[config.mk]
export PLATFORM = sky130hd
export DESIGN_NAME = hvd_rot_stage
export DESIGN_NICKNAME = d
export VERILOG_FILES = /design/src/hw/rtl/hvd_pkg.sv /design/src/hw/rtl/hvd_rot_stage.sv
export SDC_FILE = /design/constraint.sdc
export NUM_CORES = 1
export LEC_CHECK = 0
export BUFFER_PORTS_ARGS = -buffer_cell sky130_fd_sc_hd__buf_2
export CELL_PAD_IN_SITES_DETAIL_PLACEMENT = 1
export CELL_PAD_IN_SITES_GLOBAL_PLACEMENT = 1
export CORE_AREA = 2 2 326 328
export DETAILED_ROUTE_END_ITERATION = 8
export DIE_AREA = 0 0 328 330
export PLACE_DENSITY = 0.69
export REMOVE_ABC_BUFFERS = 1
export SLEW_MARGIN = 15
export SYNTH_ARGS = -nofsm -noshare
export SYNTH_HDL_FRONTEND = slang
export SYNTH_SLANG_ARGS = --single-unit
[constraint.sdc]
create_clock -name i_clk -period 15.3 [get_ports i_clk]
set_input_delay 4.59 -clock i_clk [delete_from_list [all_inputs] [get_ports i_clk]]
set_output_delay 4.59 -clock i_clk [all_outputs]
set_load 0.02 [all_outputs]
[src/hw/rtl/hvd_pkg.sv]
// Package for the haversine distance pipeline: types, fixed-point constants, arctangent table.
package hvd_pkg;

    // Default number of CORDIC iterations and fixed sqrt iterations
    localparam int CORDIC_STEPS_DEF = 24;
    localparam int SQRT_STEPS       = 32;

    // Degrees*1e7 to radians Q3.29 scale: round(pi/180/1e7 * 2^59)
    localparam logic [29:0] RAD_K = 30'd1006113814;
    localparam logic signed [33:0] PI_Q29      = 34'sd1686629713;
    localparam logic signed [33:0] HALF_PI_Q29 = 34'sd843314857;
    localparam logic signed [33:0] INV_GAIN_Q30 = 34'sd652032874;
    localparam logic [30:0] ONE_Q30 = 31'd1073741824;

    // Radius register and output limits
    localparam logic [32:0] MM_PER_M          = 33'd1000;
    localparam logic [32:0] DEFAULT_RADIUS_MM = 33'd6371000000;
    localparam logic [36:0] DIST_MAX          = 37'd34359738367;

    // One CORDIC lane: x, y and angle residue
    typedef struct packed {
        logic signed [33:0] x;
        logic signed [33:0] y;
        logic signed [33:0] z;
    } t_rot;

    // One square-root lane: remainder and partial root
    typedef struct packed {
        logic [63:0] n;
        logic [63:0] res;
    } t_sqrt;

    // atan(2^-i) in Q1.30, truncated
    function automatic logic [31:0] atan_q30(input int idx);
        logic [31:0] v;
        case (idx)
            0:  v = 32'h3243F6A8;
            1:  v = 32'h1DAC6705;
            2:  v = 32'h0FADBAFC;
            3:  v = 32'h07F56EA6;
            4:  v = 32'h03FEAB76;
            5:  v = 32'h01FFD55B;
            6:  v = 32'h00FFFAAA;
            7:  v = 32'h007FFF55;
            8:  v = 32'h003FFFEA;
            9:  v = 32'h001FFFFD;
            10: v = 32'h000FFFFF;
            11: v = 32'h0007FFFF;
            12: v = 32'h0003FFFF;
            13: v = 32'h0001FFFF;
            14: v = 32'h0000FFFF;
            15: v = 32'h00007FFF;
            16: v = 32'h00003FFF;
            17: v = 32'h00001FFF;
            18: v = 32'h00000FFF;
            19: v = 32'h000007FF;
            20: v = 32'h000003FF;
            21: v = 32'h000001FF;
            22: v = 32'h000000FF;
            23: v = 32'h0000007F;
            24: v = 32'h0000003F;
            25: v = 32'h0000001F;
            26: v = 32'h0000000F;
            27: v = 32'h00000008;
            28: v = 32'h00000004;
            29: v = 32'h00000002;
            30: v = 32'h00000001;
            default: v = 32'h00000000;
        endcase
        return v;
    endfunction

endpackage

[src/hw/rtl/hvd_rot_stage.sv]
// One CORDIC rotation iteration over the four angle lanes, registered.
module hvd_rot_stage #(
    parameter int STEP = 0
) (
    input  logic               i_clk,
    input  logic               i_rst_n,
    input  logic               i_valid,
    input  hvd_pkg::t_rot [3:0] i_lane,
    input  logic [3:0]         i_neg,
    output logic               o_valid,
    output hvd_pkg::t_rot [3:0] o_lane,
    output logic [3:0]         o_neg
);

    localparam logic signed [33:0] ATAN = $signed({2'b00, hvd_pkg::atan_q30(STEP)});

    logic               r_valid;
    hvd_pkg::t_rot [3:0] r_lane;
    logic [3:0]         r_neg;
    hvd_pkg::t_rot [3:0] n_lane;

    // rotate toward zero residue
    always_comb begin
        for (int k = 0; k < 4; k++) begin
            if (!i_lane[k].z[33]) begin
                n_lane[k].x = i_lane[k].x - (i_lane[k].y >>> STEP);
                n_lane[k].y = i_lane[k].y + (i_lane[k].x >>> STEP);
                n_lane[k].z = i_lane[k].z - ATAN;
            end else begin
                n_lane[k].x = i_lane[k].x + (i_lane[k].y >>> STEP);
                n_lane[k].y = i_lane[k].y - (i_lane[k].x >>> STEP);
                n_lane[k].z = i_lane[k].z + ATAN;
            end
        end
    end

    always_ff @(posedge i_clk) begin
        if (!i_rst_n) begin
            r_valid <= 1'b0;
        end else begin
            r_valid <= i_valid;
        end
    end

    always_ff @(posedge i_clk) begin
        r_lane <= n_lane;
        r_neg  <= i_neg;
    end

    assign o_valid = r_valid;
    assign o_lane  = r_lane;
    assign o_neg   = r_neg;

endmodule

# After elaboration in Yosys (flattened, before gate mapping)
# Index checks and enable logic that the tools add are counted.
# totals
regBits,413
input_bits,415
out_inout_bits,413
wordCells,38
# op_classes
n_addsub,20
n_mux,4
# ops
operator,count
102-bit two-way mux,4
34-bit subtractor,8
34-bit by 31-bit adder with 34-bit output (second input constant),4
34-bit adder,4
34-bit by 31-bit subtractor with 34-bit output (second input constant),4

# Logic depth before layout (Yosys ltp)
# logic_depth
ltp_word,2
depth_mapped,15
mapped_depth_nobuf,13

# Worst setup path after synthesis
# Ideal clock, no wire load.
# synth_timing
path_type,in2reg
startpoint,input i_lane[339] (netlist bit)
endpoint,register r_lane (netlist bit o_lane[336])
setup_time_ps,72
t_arrival_ps,8068
t_required_ps,15228
path_slack_ps,7160
path_stages,15
n_path_buf,3
cell_sequence,clkbuf_1 -> inv_1 -> buf_1 -> clkbuf_1 -> ha_1 -> a211oi_1 -> nor2_1 -> o311ai_1 -> a211oi_1 -> nor3_2 -> a21boi_1 -> a21o_1 -> a21o_1 -> a221oi_1 -> xnor2_1
# synth_rtl
element,line_no,text
start: declaration,hvd_rot_stage.sv:8,"input hvd_pkg::t_rot [3:0] i_lane,"
end signal: assignment,hvd_rot_stage.sv:46,r_lane <= n_lane;
end: declaration,hvd_rot_stage.sv:18,hvd_pkg::t_rot [3:0] r_lane;

==> impl_results.md <==
- Mapped Area: 36,200 sq um
- Peak supply drop: 82.2 uV
- Hold Path Class: input port to flip-flop
- Min cycle time layout: 7.96 ns
- Nature of the critical path endpoint: flip-flop
- Number of distinct library cells after synthesis: 105
- Worst Setup SP: i_lane[33]
- Final Setup Violations: 0
- CTS Buf Count: 54
- Startpoint types: input port
- First-pass GRT wire length: 232,000 um
- Die Area: 108,000 sq um
- PwrDens: ~110 nW/um^2
- Largest net degree at the start of global routing: 81
- DR vias: 37,195
- Routed length per instance: about 23 um
- Root buf cell: clkbuf_16
- Slew @ Worst Pin: 0.963 ns
- Nets@finish: 6,288
- P&R area growth vs syn: 20.1%
- Std-Cell Core Area: approximately 100,000 sq um
- CP arrival: 8.52 ns
- Count leader, synth: a21oi_1
- DR iter-0 viols: 2,275
- Starting Density: between 30 and 40%
- Yosys warning total: 0
- Gr usage total: roughly 28%
- HP Start: i_lane[308]
- Die H: 330 um
- Reg area: 8190 sq um
- Layout cells sized above 1: a little under a fifth
- Synth top area share: 22.6%
- Period utilization: 52.0%
- Area of the multi-input gates: between 20,000 and 30,000 sq um
- H-tree levels: 2
- IO Count: approximately 830
- Postcts setup bufs: 0
- FFs w/ async S/R, synth: 0%
- Maxcap violations: 0
- Synth Instances: 4,633
- Outcome: finished, final reports clean
- Detailed Place HPWL: 129,000 um
- Post-Route WL: around 160,000 um
- Hold Buf Count CTS: 0
- Die W: 328 um
- Fillers: 13,022
- Pins Over Slew Limit: 0
- Critical path type: input port to flip-flop
- CP Max Fanout: 77
- RSZ-0062 raised after global routing: false
- Core Util, Final: approximately two fifths
- Vias in the first global route: 37,749
- Fin. Hold Viols: 0
- Synth area leader: dfxtp_1
- Setup TNS: 0 ns
- Fmax: 0.126 GHz
- DR pass1 iterations: 5
- Seq/Total Area, Yosys: 22.6%
- CTS Buffer Depth: 3
- FP Rows: 119
- Slew margin rel.: 35.8%
- DRC: 0
- Clock sink count: 409
- Post_cts resized: 0
- RD Place Congestion: slightly above 0.9
- Initial antenna violation count: slightly below 60
- Worst-path clk slew: approximately 0.060 ns
- Number of register bits inferred by synthesis: 409
- Hold Crit Endpoint: o_lane[308]
- Number of synthesized flops with an enable pin: 0
- Top_reg_cell synth: dfxtp_1
- CTS tree: built
- Hold-critical path depth: 1
- Most instantiated cells after synthesis: 574 x a21oi_1, 512 x ha_1, 430 x inv_1, 409 x dfxtp_1, 394 x nor2_1
- Buffers on Ports: 827
- GRT overflow: 0
- CP required: 15.86 ns
- Top cells by area, synth: dfxtp_1 23%, ha_1 18%, a21oi_1 7.9%
- Routed vias/inst: 5.46
- Synthesized area per cell: 7.81 sq um
- Leak pwr: approximately 0.021 uW
- Antenna Violating Nets Remaining: 0
==> placed cells by master, fill, tap and decap left out, types with 91 or more instances in the layout <==
master,n
nand2_1,212
nor2_1,394
a21o_1,148
inv_1,428
xnor2_1,292
o21ai_0,246
a21oi_1,574
o21bai_1,122
dfxtp_1,409
nor3_1,91
ha_1,512
buf_2,824
==> routing by layer <==
layer  part of all wire (%)  vias to the layer above  track usage, %
met2                     46                     1115            45.0
met4                    4.3                       26            11.9
met5                   0.10                        -               0
li1                       -                    17782               -
met3                    6.1                      285            5.38
met1                     43                    17987            35.2
==> through the flow <==
step           instances  instance area (sq um)  hold WS (ns)  power [uW]  setup WS [ns]
6_report            6812                  43500          4.01        4840           7.34
5_1_grt             6806                  43500          3.97        5080           7.08
4_1_cts             6782                  43400          3.96        4870           7.43
3_5_place_dp        6680                  41400          4.69        3400           6.70
3_3_place_gp        6680                  41400          4.69        3390           6.83
2_1_floorplan       4451                  35500          4.62        2620           6.92
==> logic make-up (layout without fill, tap and decap cells) <==
group | count (synthesis) | after routing | synth area share, %
fa+ha+maj | 528 | 528 | 18.6
xor+xnor | 356 | 356 | 8.61
other cells | 0 | 30 | 0
mux | 56 | 56 | 1.56
flops | 409 | 409 | 22.6
buf+inv | 634 | 1392 | 6.72
compound gates | 1585 | 1585 | 28.0
simple gates | 1065 | 1065 | 13.9
==> layout make-up <==
| type | instances | area share [%] |
|---|---|---|
| multi-input cells | 3590 | 58.8 |
| flip-flops and latches | 409 | 18.8 |
| repair buffers | 838 | 9.72 |
| well taps | 1391 | 4.00 |
| inverters | 452 | 3.90 |
| clock buffers | 62 | 3.31 |
| clock inverters | 40 | 1.25 |
| diodes | 30 | 0.173 |
==> worst max path at each step <==
stage,end,slack (ns)
2_1_floorplan,o_lane[135],6.92
3_3_place_gp,o_lane[32],6.83
3_5_place_dp,o_lane[32],6.70
4_1_cts,o_lane[32],7.43
5_1_grt,o_lane[32],7.08
6_report,o_lane[32],7.34
==> critical path: stages <==
cell,delay [ns]
buf_4,0.33
buf_4,0.75
ha_1,0.44
and3_1,0.17
a221oi_1,0.37
o21bai_1,0.11
or3b_1,0.38
a41oi_1,0.24
o31ai_1,0.12
a21oi_1,0.29
a31oi_1,0.19
o41a_1,0.36
xor2_1,0.14
==> where the power goes <==
group / total [uW] / switching (uW) / leakage, uW / internal (uW)
Combinational: 1990 / 1310 / 0.0165 / 677
Sequential: 1420 / 105 / 0.00345 / 1310
Clock: 1430 / 592 / 0.000955 / 842
==> state kept, by name, indices dropped and copies added, names as in the netlist <==
signal   cells
o_valid      1
o_neg        4
o_lane     404
No activity file was read; power rests on OpenSTA's default activity.
