===== src/hw/rtl/hvd_pkg.sv =====
// Package for the haversine distance pipeline: types, fixed-point constants, arctangent table.
package hvd_pkg;

    // Default number of CORDIC iterations and fixed sqrt iterations
    localparam int CORDIC_STEPS_DEF = 24;
    localparam int SQRT_STEPS       = 32;

    // Degrees*1e7 to radians Q3.29 scale: round(pi/180/1e7 * 2^59)
    localparam logic [29:0] RAD_K = 30'd1006113814;
    localparam logic signed [33:0] PI_Q29      = 34'sd1686629713;
    localparam logic signed [33:0] HALF_PI_Q29 = 34'sd843314857;
    localparam logic signed [33:0] INV_GAIN_Q30 = 34'sd652032874;
    localparam logic [30:0] ONE_Q30 = 31'd1073741824;

    // Radius register and output limits
    localparam logic [32:0] MM_PER_M          = 33'd1000;
    localparam logic [32:0] DEFAULT_RADIUS_MM = 33'd6371000000;
    localparam logic [36:0] DIST_MAX          = 37'd34359738367;

    // One CORDIC lane: x, y and angle residue
    typedef struct packed {
        logic signed [33:0] x;
        logic signed [33:0] y;
        logic signed [33:0] z;
    } t_rot;

    // One square-root lane: remainder and partial root
    typedef struct packed {
        logic [63:0] n;
        logic [63:0] res;
    } t_sqrt;

    // atan(2^-i) in Q1.30, truncated
    function automatic logic [31:0] atan_q30(input int idx);
        logic [31:0] v;
        case (idx)
            0:  v = 32'h3243F6A8;
            1:  v = 32'h1DAC6705;
            2:  v = 32'h0FADBAFC;
            3:  v = 32'h07F56EA6;
            4:  v = 32'h03FEAB76;
            5:  v = 32'h01FFD55B;
            6:  v = 32'h00FFFAAA;
            7:  v = 32'h007FFF55;
            8:  v = 32'h003FFFEA;
            9:  v = 32'h001FFFFD;
            10: v = 32'h000FFFFF;
            11: v = 32'h0007FFFF;
            12: v = 32'h0003FFFF;
            13: v = 32'h0001FFFF;
            14: v = 32'h0000FFFF;
            15: v = 32'h00007FFF;
            16: v = 32'h00003FFF;
            17: v = 32'h00001FFF;
            18: v = 32'h00000FFF;
            19: v = 32'h000007FF;
            20: v = 32'h000003FF;
            21: v = 32'h000001FF;
            22: v = 32'h000000FF;
            23: v = 32'h0000007F;
            24: v = 32'h0000003F;
            25: v = 32'h0000001F;
            26: v = 32'h0000000F;
            27: v = 32'h00000008;
            28: v = 32'h00000004;
            29: v = 32'h00000002;
            30: v = 32'h00000001;
            default: v = 32'h00000000;
        endcase
        return v;
    endfunction

endpackage


===== src/hw/rtl/hvd_vec_stage.sv =====
// One CORDIC vectoring iteration for the final atan2, registered.
module hvd_vec_stage #(
    parameter int STEP = 0
) (
    input  logic          i_clk,
    input  logic          i_rst_n,
    input  logic          i_valid,
    input  hvd_pkg::t_rot i_lane,
    output logic          o_valid,
    output hvd_pkg::t_rot o_lane
);

    localparam logic signed [33:0] ATAN = $signed({2'b00, hvd_pkg::atan_q30(STEP)});

    logic          r_valid;
    hvd_pkg::t_rot r_lane;
    hvd_pkg::t_rot n_lane;

    // drive y toward zero, accumulate angle
    always_comb begin
        if (!i_lane.y[33]) begin
            n_lane.x = i_lane.x + (i_lane.y >>> STEP);
            n_lane.y = i_lane.y - (i_lane.x >>> STEP);
            n_lane.z = i_lane.z + ATAN;
        end else begin
            n_lane.x = i_lane.x - (i_lane.y >>> STEP);
            n_lane.y = i_lane.y + (i_lane.x >>> STEP);
            n_lane.z = i_lane.z - ATAN;
        end
    end

    always_ff @(posedge i_clk) begin
        if (!i_rst_n) begin
            r_valid <= 1'b0;
        end else begin
            r_valid <= i_valid;
        end
    end

    always_ff @(posedge i_clk) begin
        r_lane <= n_lane;
    end

    assign o_valid = r_valid;
    assign o_lane  = r_lane;

endmodule


===== config.mk =====
export PLATFORM = sky130hd
export DESIGN_NAME = hvd_vec_stage
export DESIGN_NICKNAME = d
export VERILOG_FILES = /design/src/hw/rtl/hvd_pkg.sv /design/src/hw/rtl/hvd_vec_stage.sv
export SDC_FILE = /design/constraint.sdc
export NUM_CORES = 1
export LEC_CHECK = 0
export ABC_AREA = 1
export BUFFER_PORTS_ARGS = -buffer_cell sky130_fd_sc_hd__clkbuf_2
export CAP_MARGIN = 20
export CELL_PAD_IN_SITES_DETAIL_PLACEMENT = 0
export CELL_PAD_IN_SITES_GLOBAL_PLACEMENT = 2
export CORE_ASPECT_RATIO = 1.5
export CORE_MARGIN = 5
export CORE_UTILIZATION = 32
export CTS_CLUSTER_DIAMETER = 60
export DETAILED_ROUTE_END_ITERATION = 8
export PLACE_DENSITY = 0.86
export RECOVER_POWER = 25
export SLEW_MARGIN = 25
export SYNTH_ARGS = -nofsm -noshare
export SYNTH_HDL_FRONTEND = slang
export SYNTH_SLANG_ARGS = --single-unit

===== constraint.sdc =====
create_clock -name i_clk -period 4.8 [get_ports i_clk]
set_clock_uncertainty 0.2 [all_clocks]
set_input_delay 0.48 -clock i_clk [delete_from_list [all_inputs] [get_ports i_clk]]
set_output_delay 0.48 -clock i_clk [all_outputs]
set_load 0.02 [all_outputs]

# [Word-level counts from Yosys, hierarchy flattened]
# Cells that the tools add are included.
[totals] regBits=103 inputBits=105 out_inout_bits=103 elab_cells=10
[op_classes] add_sub_neg=5 n_mux=1
[ops] op="$mux W102" count=1
[ops] op="$sub A34 B34 Y34" count=2
[ops] op="$add A34 B31 Y34 const B" count=1
[ops] op="$add A34 B34 Y34" count=1
[ops] op="$sub A34 B31 Y34 const B" count=1

# [Depth between registers and ports, before layout]
[depth] word_depth=2 depth_mapped=17 ltp_nobuf=16

# [Least setup slack after synthesis]
# OpenSTA, ideal clock, no wires.
[synth_timing] path_kind="input to register" start="input port i_lane[67] (netlist name)" end="register r_lane, in the netlist o_lane[33]" setup_time_ns=0.072 arrival_ns=2.178 required_ns=4.528 slack_ns=2.350 stages=12 path_buffers=2 path_cell_list="buf_2 -> inv_2 -> buf_4 -> fa_1 -> o21ai_1 -> nand2_1 -> nand2_1 -> nand3_1 -> nand2_1 -> nand3b_1 -> nand2_1 -> xor2_1"
[synth_lines] item="start, declared" line="hvd_vec_stage.sv:8" source="input hvd_pkg::t_rot i_lane,"
[synth_lines] item="end signal, assigned" line="hvd_vec_stage.sv:41" source="r_lane <= n_lane;"
[synth_lines] item="end, declared" line="hvd_vec_stage.sv:16" source="hvd_pkg::t_rot r_lane;"

==> results by group <==
Placement
  • # port buffers: 207
  • DP HPWL: 38480 um
  • Placed Cells: 2419
  • Cell area after placement: 12330 sq um
  • Final GP Congestion: 0.9541

Critical path
  • WP data arrival: 3080 ps
  • Bufs and invs on worst path: 2
  • CP Launch Type: input pin
  • Worst path slowest cell: buf_2
  • Stages on the worst setup path: 11
  • Delay-heaviest family, CP: buffers and inverters
  • CP Cell Sequence: buf_2, inv_2, fa_1, o21ai_1, nand2_1, nand2_1, nand3_1, nand2_1, nand3b_1, nand2_1, xor2_1
  • Worst setup path startpoint: i_lane[67]
  • Critical path endpoint: o_lane[33]
  • Setup CP Type: in2reg
  • CP dominant cell by count: nand2_1
  • Crit path max fanout: 32
  • Worst EP required: 4920 ps
  • Crit-path max cell delay: 550 ps
  • Worst setup EP type: flop

Yosys
  • Count leader, synth: nand2_1
  • Synth Flop Type: dfxtp_1
  • Syn Area/Cell: 6.035 sq um
  • Post-synth EDFFs: 0
  • Synth Area in Simple Gates: 34.64%
  • Area leader, netlist: dfxtp_1
  • Yosys reg bits: 102
  • Synth warn: 0
  • Post-Synthesis Cells: 1830
  • Yosys top cell area share: 18.49%
  • Distinct cells, synth: 42
  • Commonest cells post-synth: nand2_1, inv_1, nand3_1
  • Seq/Total Area, Yosys: 18.49%
  • Synthesized cell area: 11040 sq um
  • Largest family of logic cells by synthesized area: simple AND/OR/NAND/NOR gates
  • Ranking of synthesized cells by area: dfxtp_1, nand2_1, ha_1
  • Synth Area in Compound Gates: 15.45%
  • Syn nets: 2068
  • Post-synthesis adder-cell area fraction: 15.34%
  • Post-synthesis xor/xnor area fraction: 4.203%
  • Mux cell area share after synthesis: 0.1813%
  • Ys async rst share: 0%

Die
  • Die area: 38410 sq um
  • Starting Density: 32.33%
  • # rows: 83
  • I/O Pins: 208
  • Chip height: 237.5 um
  • Core outline area: 34170 sq um
  • DIE WIDTH: 161.7 um

CTS
  • Hold-fix buffers, CTS: 3
  • Clock transition at the registers of the reported paths: 90 ps
  • TritonCTS Buffers: 9
  • Setup Buffers After CTS: 0
  • Sink Count: 102
  • H-tree levels: 3
  • CTS max path bufs: 2
  • Post_cts resized: 0
  • Clock Tree Root: clkbuf_16
  • TritonCTS clock tree: yes

GRT
  • Total GRT Usage: 22.46%
  • Initial antenna violation count: 1
  • Gr busiest metal: met2
  • First-pass GRT wire length: 67000 um
  • Vias in the first global route: 12160
  • Met3 Track Usage GR: 2.862%
  • Grt met1 use: 24.19%
  • Largest net degree at the start of global routing: 60
  • GRT overflow: 0
  • Met2 usage: 43.46%

STA
  • Slew headroom: 51.05%
  • Setup TNS: 0 ps
  • Final Hold Fails: 0
  • Worst-margin pin slew: 734.3 ps
  • Finish-stage setup viols: 0
  • Max Freq: 0.3378 GHz
  • RSZ-0062 raised after global routing: no
  • Fin crit share: 61.67%
  • Max Slew Vio Count: 0
  • Tmin final: 2960 ps

Cells and area
  • Nets: 2246
  • Final Util: 36.94%
  • Antenna cells: 0
  • Finished Layout Cells: 2438
  • Synthesis-to-layout area growth: 14.29%
  • Layout cells sized above 1: 10.38%
  • Final instance area: 12620 sq um

Detailed routing
  • Total iterations of the first detailed-routing run: 5
  • DRT iter0 DRCs: 642
  • Vias per std cell: 5.049
  • Antenna-violating nets left: 0
  • Post-route DRC: 0
  • Overall routed net length: 44590 um
  • Total number of vias: 12310
  • DR WL/cell: 18.29 um

Job
  • MaxCap Viol Count: 0

Min path
  • Hold Path Class: in2reg

Pwr
  • Leakage power: 6.676 nW
  • Max IR drop VDD: 161.5 uV
  • Pwr Density: 277.9 nW/um^2

Outcome
  • Outcome: finished, final reports clean
-- cells in the final DEF (no fill, tap or decap), drive strengths merged, types with 14 or more instances in the layout --
cell type | netlist | final
nand4 | 16 | 16
nand3 | 179 | 179
o21bai | 14 | 14
ha | 129 | 129
o21ai | 119 | 119
nand2 | 516 | 516
nor2 | 156 | 156
dfxtp | 102 | 102
a21oi | 158 | 158
inv | 266 | 267
xor2 | 48 | 48
clkbuf | 3 | 215
nor3 | 26 | 26
-- worst min-delay path, cell delays in order --
cell and delay, ps:
clkbuf_2 70, nand2_1 40, inv_1 40
-- cell type report --
type	count	area, sq um
fill	3915	21540
multi-input combinational	1417	7711
sequential	102	2042
timing repair buffer	212	1022
inverter	266	998.5
tap	425	531.8
clock buffer	9	225.2
clock inverter	7	91.34
-- report_power, final --
group | leakage, nW | internal (mW) | switching [mW]
sequential | 0.860 | 1.01 | 0.0528
combinational | 5.66 | 0.486 | 1.15
clock | 0.151 | 0.375 | 0.434
total | 6.68 | 1.87 | 1.64
-- flip-flops by register name, indices dropped and copies added, names as in the netlist --
register / flops
o_lane: 101
o_valid: 1
-- cells by family after synthesis --
logic type                 Yosys count
AOI/OAI and AO/OA                  320
muxes                                2
buffers and inverters              311
xor gates and xnor gates            53
adders and majority gates          133
DFF                                102
and+or+nand+nor                    909
-- metal layers --
| metal | share of wire [%] | up-vias |
|---|---|---|
| met4 | 4.1 | 0 |
| met1 | 39 | 5670 |
| met2 | 53 | 318 |
| li1 | - | 6250 |
| met5 | 0 | - |
| met3 | 3.8 | 71 |
-- through the flow --
| step | setup WS [ps] | hold WS (ps) | power [mW] |
|---|---|---|---|
| after floorplan | 2350 | 307.7 | 2.161 |
| after global placement | 1468 | 383.0 | 2.743 |
| after detailed placement | 1396 | 384.7 | 2.745 |
| after CTS | 1814 | 48.58 | 3.581 |
| after global routing | 1617 | 72.29 | 3.758 |
| final | 1840 | 73.66 | 3.507 |
-- worst min-delay path by stage --
stage / start / end / slack (ps) / cells past startpoint
6_report: i_valid / o_valid / 70 / 3
2_1_floorplan: i_lane[0] / o_lane[0] / 310 / 0
4_1_cts: i_valid / o_valid / 50 / 3
5_1_grt: i_valid / o_valid / 70 / 3
3_5_place_dp: i_lane[2] / o_lane[2] / 380 / 1
3_3_place_gp: i_lane[1] / o_lane[1] / 380 / 1
Note: power is estimated with default switching activity, not from simulation.
