`src/hw/rtl/hvd_pkg.sv`:
```
// Package for the haversine distance pipeline: types, fixed-point constants, arctangent table.
package hvd_pkg;

    // Default number of CORDIC iterations and fixed sqrt iterations
    localparam int CORDIC_STEPS_DEF = 24;
    localparam int SQRT_STEPS       = 32;

    // Degrees*1e7 to radians Q3.29 scale: round(pi/180/1e7 * 2^59)
    localparam logic [29:0] RAD_K = 30'd1006113814;
    localparam logic signed [33:0] PI_Q29      = 34'sd1686629713;
    localparam logic signed [33:0] HALF_PI_Q29 = 34'sd843314857;
    localparam logic signed [33:0] INV_GAIN_Q30 = 34'sd652032874;
    localparam logic [30:0] ONE_Q30 = 31'd1073741824;

    // Radius register and output limits
    localparam logic [32:0] MM_PER_M          = 33'd1000;
    localparam logic [32:0] DEFAULT_RADIUS_MM = 33'd6371000000;
    localparam logic [36:0] DIST_MAX          = 37'd34359738367;

    // One CORDIC lane: x, y and angle residue
    typedef struct packed {
        logic signed [33:0] x;
        logic signed [33:0] y;
        logic signed [33:0] z;
    } t_rot;

    // One square-root lane: remainder and partial root
    typedef struct packed {
        logic [63:0] n;
        logic [63:0] res;
    } t_sqrt;

    // atan(2^-i) in Q1.30, truncated
    function automatic logic [31:0] atan_q30(input int idx);
        logic [31:0] v;
        case (idx)
            0:  v = 32'h3243F6A8;
            1:  v = 32'h1DAC6705;
            2:  v = 32'h0FADBAFC;
            3:  v = 32'h07F56EA6;
            4:  v = 32'h03FEAB76;
            5:  v = 32'h01FFD55B;
            6:  v = 32'h00FFFAAA;
            7:  v = 32'h007FFF55;
            8:  v = 32'h003FFFEA;
            9:  v = 32'h001FFFFD;
            10: v = 32'h000FFFFF;
            11: v = 32'h0007FFFF;
            12: v = 32'h0003FFFF;
            13: v = 32'h0001FFFF;
            14: v = 32'h0000FFFF;
            15: v = 32'h00007FFF;
            16: v = 32'h00003FFF;
            17: v = 32'h00001FFF;
            18: v = 32'h00000FFF;
            19: v = 32'h000007FF;
            20: v = 32'h000003FF;
            21: v = 32'h000001FF;
            22: v = 32'h000000FF;
            23: v = 32'h0000007F;
            24: v = 32'h0000003F;
            25: v = 32'h0000001F;
            26: v = 32'h0000000F;
            27: v = 32'h00000008;
            28: v = 32'h00000004;
            29: v = 32'h00000002;
            30: v = 32'h00000001;
            default: v = 32'h00000000;
        endcase
        return v;
    endfunction

endpackage

```
`src/hw/rtl/hvd_sqrt_stage.sv`:
```
// One bit step of the restoring square root over two lanes, registered.
module hvd_sqrt_stage #(
    parameter int STEP = 0
) (
    input  logic                i_clk,
    input  logic                i_rst_n,
    input  logic                i_valid,
    input  hvd_pkg::t_sqrt [1:0] i_lane,
    output logic                o_valid,
    output hvd_pkg::t_sqrt [1:0] o_lane
);

    localparam logic [63:0] BIT = 64'd1 << (62 - 2 * STEP);

    logic                r_valid;
    hvd_pkg::t_sqrt [1:0] r_lane;
    hvd_pkg::t_sqrt [1:0] n_lane;
    logic [63:0]         w_trial [2];

    // trial subtract of res + bit
    always_comb begin
        for (int k = 0; k < 2; k++) begin
            w_trial[k] = i_lane[k].res + BIT;
            if (i_lane[k].n >= w_trial[k]) begin
                n_lane[k].n   = i_lane[k].n - w_trial[k];
                n_lane[k].res = (i_lane[k].res >> 1) + BIT;
            end else begin
                n_lane[k].n   = i_lane[k].n;
                n_lane[k].res = i_lane[k].res >> 1;
            end
        end
    end

    always_ff @(posedge i_clk) begin
        if (!i_rst_n) begin
            r_valid <= 1'b0;
        end else begin
            r_valid <= i_valid;
        end
    end

    always_ff @(posedge i_clk) begin
        r_lane <= n_lane;
    end

    assign o_valid = r_valid;
    assign o_lane  = r_lane;

endmodule

```
`config.mk`:
```
export PLATFORM = sky130hd
export DESIGN_NAME = hvd_sqrt_stage
export DESIGN_NICKNAME = d
export VERILOG_FILES = /design/src/hw/rtl/hvd_pkg.sv /design/src/hw/rtl/hvd_sqrt_stage.sv
export SDC_FILE = /design/constraint.sdc
export NUM_CORES = 1
export LEC_CHECK = 0
export ABC_AREA = 0
export BUFFER_PORTS_ARGS = -buffer_cell sky130_fd_sc_hd__buf_2
export CORE_AREA = 2 2 203 205
export CTS_CLUSTER_SIZE = 10
export DETAILED_ROUTE_END_ITERATION = 7
export DIE_AREA = 0 0 205 207
export GPL_ROUTABILITY_DRIVEN = 0
export SYNTH_ARGS = -nofsm -noshare
export SYNTH_HDL_FRONTEND = slang
export SYNTH_SLANG_ARGS = --single-unit
```
`constraint.sdc`:
```
create_clock -name i_clk -period 4.2 [get_ports i_clk]
set_input_delay 0.84 -clock i_clk [delete_from_list [all_inputs] [get_ports i_clk]]
set_output_delay 0.84 -clock i_clk [all_outputs]
set_load 0.05 [all_outputs]
```
# ---- Yosys cells after proc, flatten, opt, wreduce, memory -nomap -nowiden
# Cells that the tools add are included.
dict set report op_classes {
  n_mux 2
  order_cmp 2
  add_sub_neg 6
}
# cell count
set op_table {}
lappend op_table {{128-bit two-way mux} 2}
lappend op_table {{63-bit by 63-bit adder with 64-bit output, second input constant} 2}
lappend op_table {{64-bit by 63-bit adder with 64-bit output, second input constant} 2}
lappend op_table {{64-bit greater-or-equal comparator} 2}
lappend op_table {{64-bit subtractor} 2}
dict set report word_totals {
  output_inout_bits 257
  wordCells 17
  inputBits 259
  register_bits 257
}

# ---- Depth between registers and ports, before layout
# Gate-level depths: netlist of the first run.
dict set report logic_depth {
  depth_word 3
  depth_mapped 16
  mapped_depth_nobuf 13
}

# ---- Worst setup path before layout of the first run
# OpenSTA, ideal clock, no wires.
dict set report synth_timing {
  path_type {input -> register}
  start {input port i_lane[64] in the netlist's numbering}
  end {register r_lane, in the netlist o_lane[127]}
  t_required_ns 4.138
  t_arrival_ns 3.497
  path_stages 14
  setup_ns 0.062
  setup_slack_ns 0.641
  path_buffers 1
  cell_sequence {inv_1 -> ha_1 -> fa_1 -> nand2b_1 -> a211oi_1 -> o21bai_1 -> a21oi_1 -> o21ai_1 -> a31oi_2 -> o21bai_2 -> a21o_1 -> buf_6 -> or4_1 -> nand3_1}
}
# element line_no
set synth_lines {}
lappend synth_lines {{start: declaration} hvd_sqrt_stage.sv:8} ;# input hvd_pkg::t_sqrt [1:0] i_lane,
lappend synth_lines {{end signal: assignment} hvd_sqrt_stage.sv:43} ;# r_lane <= n_lane;
lappend synth_lines {{end: declaration} hvd_sqrt_stage.sv:16} ;# hvd_pkg::t_sqrt [1:0] r_lane;

==> summary.md, run 1 <==
| Metric | Value |
|---|---|
| Final Max Tran Viols | 0 |
| CP Class | in2reg |
| Vias in the first global route | 15340 |
| Fin worst setup slack | 673.5 ps |
| Rel. slew slack | 48.86% |
| Worst VDD drop | 0.0003703 V |
| Warnings from Yosys | 0 |
| Initial antenna violation count | 7 |
| Most frequent cells in the layout | 515 x buf_2, 257 x dfxtp_1, 238 x nand2_1 |
| Hold Path Cell Cnt | 1 |
| Most repeated library cell on the critical path | nor3_1 |
| CTS tree | built |
| Net Sw Power | 3.580 mW |
| Worst hold path type | in2reg |
| Die H | 207 um |
| Logic pwr share | 39.5% |
| Die Wd | 205 um |
| Internal Power | 5.248 mW |
| Row cnt | 74 |
| Crit path largest cell delay | 590 ps |
| Root Buffer | clkbuf_16 |
| Pre-CTS WS | 87.46 ps |
| Commonest non-fill, non-tap cell in the layout | buf_2 |
| Starting DRT DRC Count | 773 |
| Post-CTS sizing | 0 |
| IO Count | 516 |
| CP max FO | 4 |
| Clock transition at path regs | 60 ps |
| Antenna viol nets, final | 0 |
| Clk sinks | 257 |
| Post-DR wirelength/cell | 17.60 um |
| Mapped Nets | 2255 |
| Hold Vio Cnt, Final | 0 |
| Grt ovf | 0 |
| CTS H-tree depth | 1 |
| CTS Buffer Depth | 3 |
| Core area | 40370 um^2 |
| CP endpoint kind | register |
| Pwr Density | 465.3 nW/um^2 |
| Die area | 42440 um^2 |
| Routed via count | 15040 |
| Hold_ws | 384.0 ps |
| Layout area overhead | 27.76% |
| Cell-by-cell trace of the critical path | buf_2, inv_1, ha_1, nor2b_1, o31a_1, o2111ai_1, a2111oi_1, nor3_1, nor3_1, o21ai_0, a21boi_0, o21a_1, o31ai_1 |
| Top FF cell, synth | dfxtp_1 |
| Largest net degree at the start of global routing | 52 |
| Cell Area, Synth | 14850 um^2 |
| Post-CTS Setup Bufs | 0 |
| Num CTS Buffers | 31 |
| CP max stage cell | nor3_1 |
| Worst path required time | 4660 ps |
| Post-route minimum period | 3527 ps |
| Placed insts | 2867 |
| Setup TNS Final | 0 ps |
| DP HPWL | 42530 um |
| Fin crit share | 83.96% |
| Critical path startpoint category | input pin |
| Mean post-synth cell area | 7.960 um^2 |
| # setup viols final | 0 |
| Remaining DRCs | 0 |
| Clk pwr share | 28.0% |
| Leak Pwr | 9.565 nW |
| Async SR Flop Fraction | 0% |
| Routed WL | 51290 um |
| Status | finished clean |
| Sw frac | 40.55% |
| Vias/cell | 5.162 |
| Power Total | 8.829 mW |
| Worst EP arrival | 3990 ps |
| Synth Instances | 1866 |
| Post-synth EDFFs | 0 |
| RSZ-0062 raised after global routing | no |
| Hold_buf cts | 0 |
| Worst slew pin tran | 759.0 ps |
| Register area share after synthesis | 34.64% |
| Yosys cell types | 71 |
| First-pass GRT wire length | 79830 um |
| GRT Total Usage | 23.27% |
| Yosys reg bits | 257 |
| PortBufs | 515 |
| Drt first pass iters | 7 |
| Final cell count without fillers | 2914 |
| Proportion of layout cells with a drive suffix above 1 | 25.86% |
| Reg power frac | 32.5% |
| Max Fclk | 283.6 MHz |
| # nets final | 2757 |
| MaxCap Viol Count | 0 |
| Starting density of the core | 36.79% |
final cells by class:
cell class                 instances  area (um^2)
antenna                            4        10.01
clock buffer                      41        873.3
clock inverter                     2        35.03
fill                            4101        21390
inverter                         167        626.9
multi-input combinational       1363         8757
sequential                       257         5145
tap                              532        665.6
timing repair buffer             548         2863
stage by stage:
stage	utilization [%]	cell area, um^2
after CTS	46.98	18970
final	47.01	18980
after detailed placement	44.73	18060
after global routing	46.99	18970
after floorplan	-	14850
after global placement	44.73	18060
power groups by stage:
stage               Combinational (mW)  Sequential [mW]  Clock [mW]
finish                            3.48             2.87        2.47
global route                      3.74             2.90        2.64
CTS                               3.49             2.88        2.55
detailed placement                3.47             2.92           0
global placement                  3.46             2.93           0
floorplan                         1.30             4.11           0
flip-flops by register name, summed over array words and instances (netlist names):
signal and flops:
o_valid 1, o_lane 256
synthesized netlist by cell type, types with 5 or more instances:
| cell type | number | share of area [%] |
|---|---|---|
| a21o_1 | 69 | 3.5 |
| a211oi_1 | 15 | 0.76 |
| nor2b_1 | 18 | 0.76 |
| a221oi_1 | 5 | 0.29 |
| xnor2_1 | 63 | 3.7 |
| o41ai_1 | 6 | 0.35 |
| o21ai_0 | 201 | 6.8 |
| a21oi_1 | 164 | 5.5 |
| mux2_2 | 6 | 0.45 |
| a21boi_0 | 6 | 0.30 |
| and2_1 | 8 | 0.34 |
| a31oi_1 | 14 | 0.59 |
| buf_2 | 18 | 0.61 |
| nand2_1 | 238 | 6.0 |
| inv_1 | 167 | 4.2 |
| clkbuf_1 | 53 | 1.3 |
| nand4_1 | 42 | 1.8 |
| o21a_1 | 8 | 0.40 |
| dfxtp_1 | 257 | 35 |
| ha_1 | 128 | 11 |
| or3_1 | 10 | 0.42 |
| nor3_1 | 27 | 0.91 |
| o211ai_1 | 8 | 0.40 |
| and3_1 | 16 | 0.67 |
| o21bai_1 | 33 | 1.7 |
| nand3_1 | 27 | 0.91 |
| o21ai_1 | 5 | 0.17 |
| o31ai_1 | 13 | 0.66 |
| nand2b_1 | 19 | 0.80 |
| and4_1 | 8 | 0.47 |
| xor2_1 | 49 | 2.9 |
| nor2_1 | 90 | 2.3 |
logic make-up (layout without fill, tap and decap cells):
family / Yosys count / after routing / share of synthesized area (%)
buf+inv: 246 / 758 / 6.503
simple gates: 522 / 522 / 16.31
compound gates: 591 / 591 / 24.30
mux: 8 / 8 / 0.5896
flops: 257 / 257 / 34.64
xor+xnor: 112 / 112 / 6.604
fa+ha+maj: 130 / 130 / 11.05
other cells: 0 / 4 / 0
metal layers:
metal / track usage [%] / wire length, um / vias to the layer above
li1: - / - / 7489
met1: 26.29 / 20150 / 6888
met2: 42.88 / 25820 / 558
met3: 4.751 / 3620 / 104
met4: 8.013 / 1666 / 4
met5: 0 / 31 / -
final timing paths:
kind / start / end / slack, ps
worst max-delay path: i_lane[1] / o_lane[105] / 670
worst min-delay path: i_lane[56] / o_lane[55] / 380
critical path: cells and delay by family:
family | cells | cell delay, ps
buf+inv | 2 | 160
fa+ha+maj | 1 | 290
simple gates | 3 | 900
compound gates | 7 | 1790
Note: power is estimated with default switching activity, not from simulation.
==> run 2, diff against run 1 <==
- CORE_AREA: 2 2 203 205 -> 2 2 200 202
- DIE_AREA: 0 0 205 207 -> 0 0 202 204
- PLACE_DENSITY: unset -> 0.66
- clock period: 4.2 -> 3.1 ns (I/O delays scaled with it)
==> summary.md, run 2 (same netlist as run 1, synthesis figures left out) <==
| Metric | Value |
|---|---|
| Status | finished clean (unchanged) |
| Critical Path Source | i_lane[7] (was i_lane[1]) |
| Root Buffer | clkbuf_16 (unchanged) |
| Die H | 204 um (was 207 um) |
| Num CTS Buffers | 31 (unchanged) |
| GRT Total Usage | 25.14% (was 23.27%) |
| Rel. slew slack | 52.25% (was 48.86%) |
| Design Area, Final | 21620 um^2 (was 18980 um^2) |
| Area after DPL | 20640 um^2 (was 18060 um^2) |
| Worst slew pin tran | 708.8 ps (was 759.0 ps) |
| CP max FO | 5 (was 4) |
| Die area | 41210 um^2 (was 42440 um^2) |
| Worst path required time | 3570 ps (was 4660 ps) |
| CTS H-tree depth | 1 (unchanged) |
| CTS tree | built (unchanged) |
| Commonest non-fill, non-tap cell in the layout | buf_2 (unchanged) |
| Clock transition at path regs | 60 ps (about the same) |
| Row cnt | 73 (was 74) |
| Routed via count | 16600 (was 15040) |
| First-pass GRT wire length | 83820 um (was 79830 um) |
| Antenna viol nets, final | 0 (unchanged) |
| Hold Vio Cnt, Final | 0 (unchanged) |
| # setup viols final | 0 (unchanged) |
| Pre-CTS WS | -658.0 ps (was 87.46 ps) |
| Fin worst setup slack | 68.35 ps (was 673.5 ps) |
| End of the critical path | o_lane[115] (was o_lane[105]) |
| Clk sinks | 257 (unchanged) |
| Critical path startpoint category | input pin (unchanged) |
| IO Count | 516 (unchanged) |
| Largest net degree at the start of global routing | 68 (was 52) |
| RSZ-0062 raised after global routing | yes (was no) |
| MaxCap Viol Count | 0 (unchanged) |
| Power Total | 12.50 mW (was 8.829 mW) |
| Vias in the first global route | 16810 (was 15340) |
| Max Fclk | 329.9 MHz |
| Initial antenna violation count | 7 (unchanged) |
| Die Wd | 202 um (was 205 um) |
| Starting DRT DRC Count | 779 (was 773) |
| Fin crit share | 97.80% |
| Proportion of layout cells with a drive suffix above 1 | 35.84% (was 25.86%) |
| Hold_ws | 154.5 ps (was 384.0 ps) |
| CP Class | in2reg (unchanged) |
| Max reg flops | 256 (unchanged) |
| Most frequent cells in the layout | 514 x buf_2, 349 x buf_4, 257 x dfxtp_1 (was 515 x buf_2, 257 x dfxtp_1, 238 x nand2_1) |
| Worst EP arrival | 3500 ps (was 3990 ps) |
| Worst hold path type | in2reg (unchanged) |
| Hold_buf cts | 0 (unchanged) |
| Pwr Density | 578.1 nW/um^2 (was 465.3 nW/um^2) |
| Routed WL | 53850 um (was 51290 um) |
| Layout area overhead | 45.58% (was 27.76%) |
| # nets final | 3080 (was 2757) |
| CP endpoint kind | register (unchanged) |
| Drt first pass iters | 5 (was 7) |
| Starting density of the core | 37.91% (was 36.79%) |
| Leak Pwr | 11.16 nW (was 9.565 nW) |
| Core area | 39180 um^2 (was 40370 um^2) |
| DP HPWL | 45300 um (was 42530 um) |
| Grt ovf | 0 (unchanged) |
| PortBufs | 515 (unchanged) |
| CTS Buffer Depth | 3 (unchanged) |
| Final Max Tran Viols | 0 (unchanged) |
| Vias/cell | 5.142 (was 5.162) |
| Worst VDD drop | 0.0004869 V (was 0.0003703 V) |
| Post-route minimum period | 3032 ps |
| Remaining DRCs | 0 (unchanged) |
| Post-DR wirelength/cell | 16.68 um (was 17.60 um) |
==> run 2: cell types whose count changed in the layout (fill, tap and decap cells not counted), moves of 3 or more <==
cell / previous run / this run
a21oi_2: 1 / 5
clkbuf_8: 6 / 3
a211oi_1: 15 / 10
buf_12: 3 / 7
a211oi_2: 0 / 5
a21oi_1: 164 / 160
buf_4: 30 / 349
o21ai_0: 201 / 198
==> run 2: where the power goes <==
| part | switching [mW] | internal (mW) |
|---|---|---|
| combinational | 3.51 | 1.81 |
| clock | 1.35 | 1.92 |
| sequential | 0.135 | 3.77 |
| total | 5.00 | 7.50 |
==> run 2: timing repair <==
item,CTS,global route
pin swaps,0,3
resized for setup,1,16
endpoints found under the setup margin,1,17
setup buffers,0,2
gates cloned,0,0
==> run 2: stage by stage <==
stage | instances | util, % | TNS (ps)
5_1_grt | 3226 | 55.17 | -10.99
2_1_floorplan | 1866 | - | -132.9
3_5_place_dp | 3181 | 52.67 | -36750
6_report | 3228 | 55.18 | 0
3_3_place_gp | 3181 | 52.67 | -32310
4_1_cts | 3221 | 54.94 | 0
==> run 2: metal layers <==
metal	global-route usage (%)	up-vias	wire length, um
li1	-	8145	-
met1	27.29	7603	20450
met2	46.99	691	27130
met3	3.954	154	3480
met4	13.08	4	2771
met5	0	-	24
==> run 2: final cells by class <==
class	count	area (um^2)
fillers	3618	17560
multi-input cells	1363	8950
repair buffers	871	5340
flip-flops and latches	257	5145
clock buffers	36	824.5
well taps	525	656.9
inverters	167	639.4
clock inverters	4	55.05
diodes	5	12.51
==> run 2: worst min path at each step <==
stage | start | end | slack, ps | cells after the start
final | i_lane[175] | o_lane[174] | 150 | 1
after global routing | i_lane[176] | o_lane[175] | 130 | 1
after CTS | i_lane[176] | o_lane[175] | 120 | 1
after detailed placement | i_lane[173] | o_lane[172] | 740 | 1
after global placement | i_lane[175] | o_lane[174] | 740 | 1
after floorplan | i_lane[1] | o_lane[0] | 650 | 0
==> run 2: critical path: stages <==
cell       delay, ps
buf_2             80
inv_1             40
ha_1             390
a21oi_2          200
a21boi_0         160
a311oi_4         330
a211oi_2         140
o2111ai_2        310
a2111oi_2        110
buf_4            170
or2_2            300
buf_4            150
a41o_1           230
o41ai_2          250
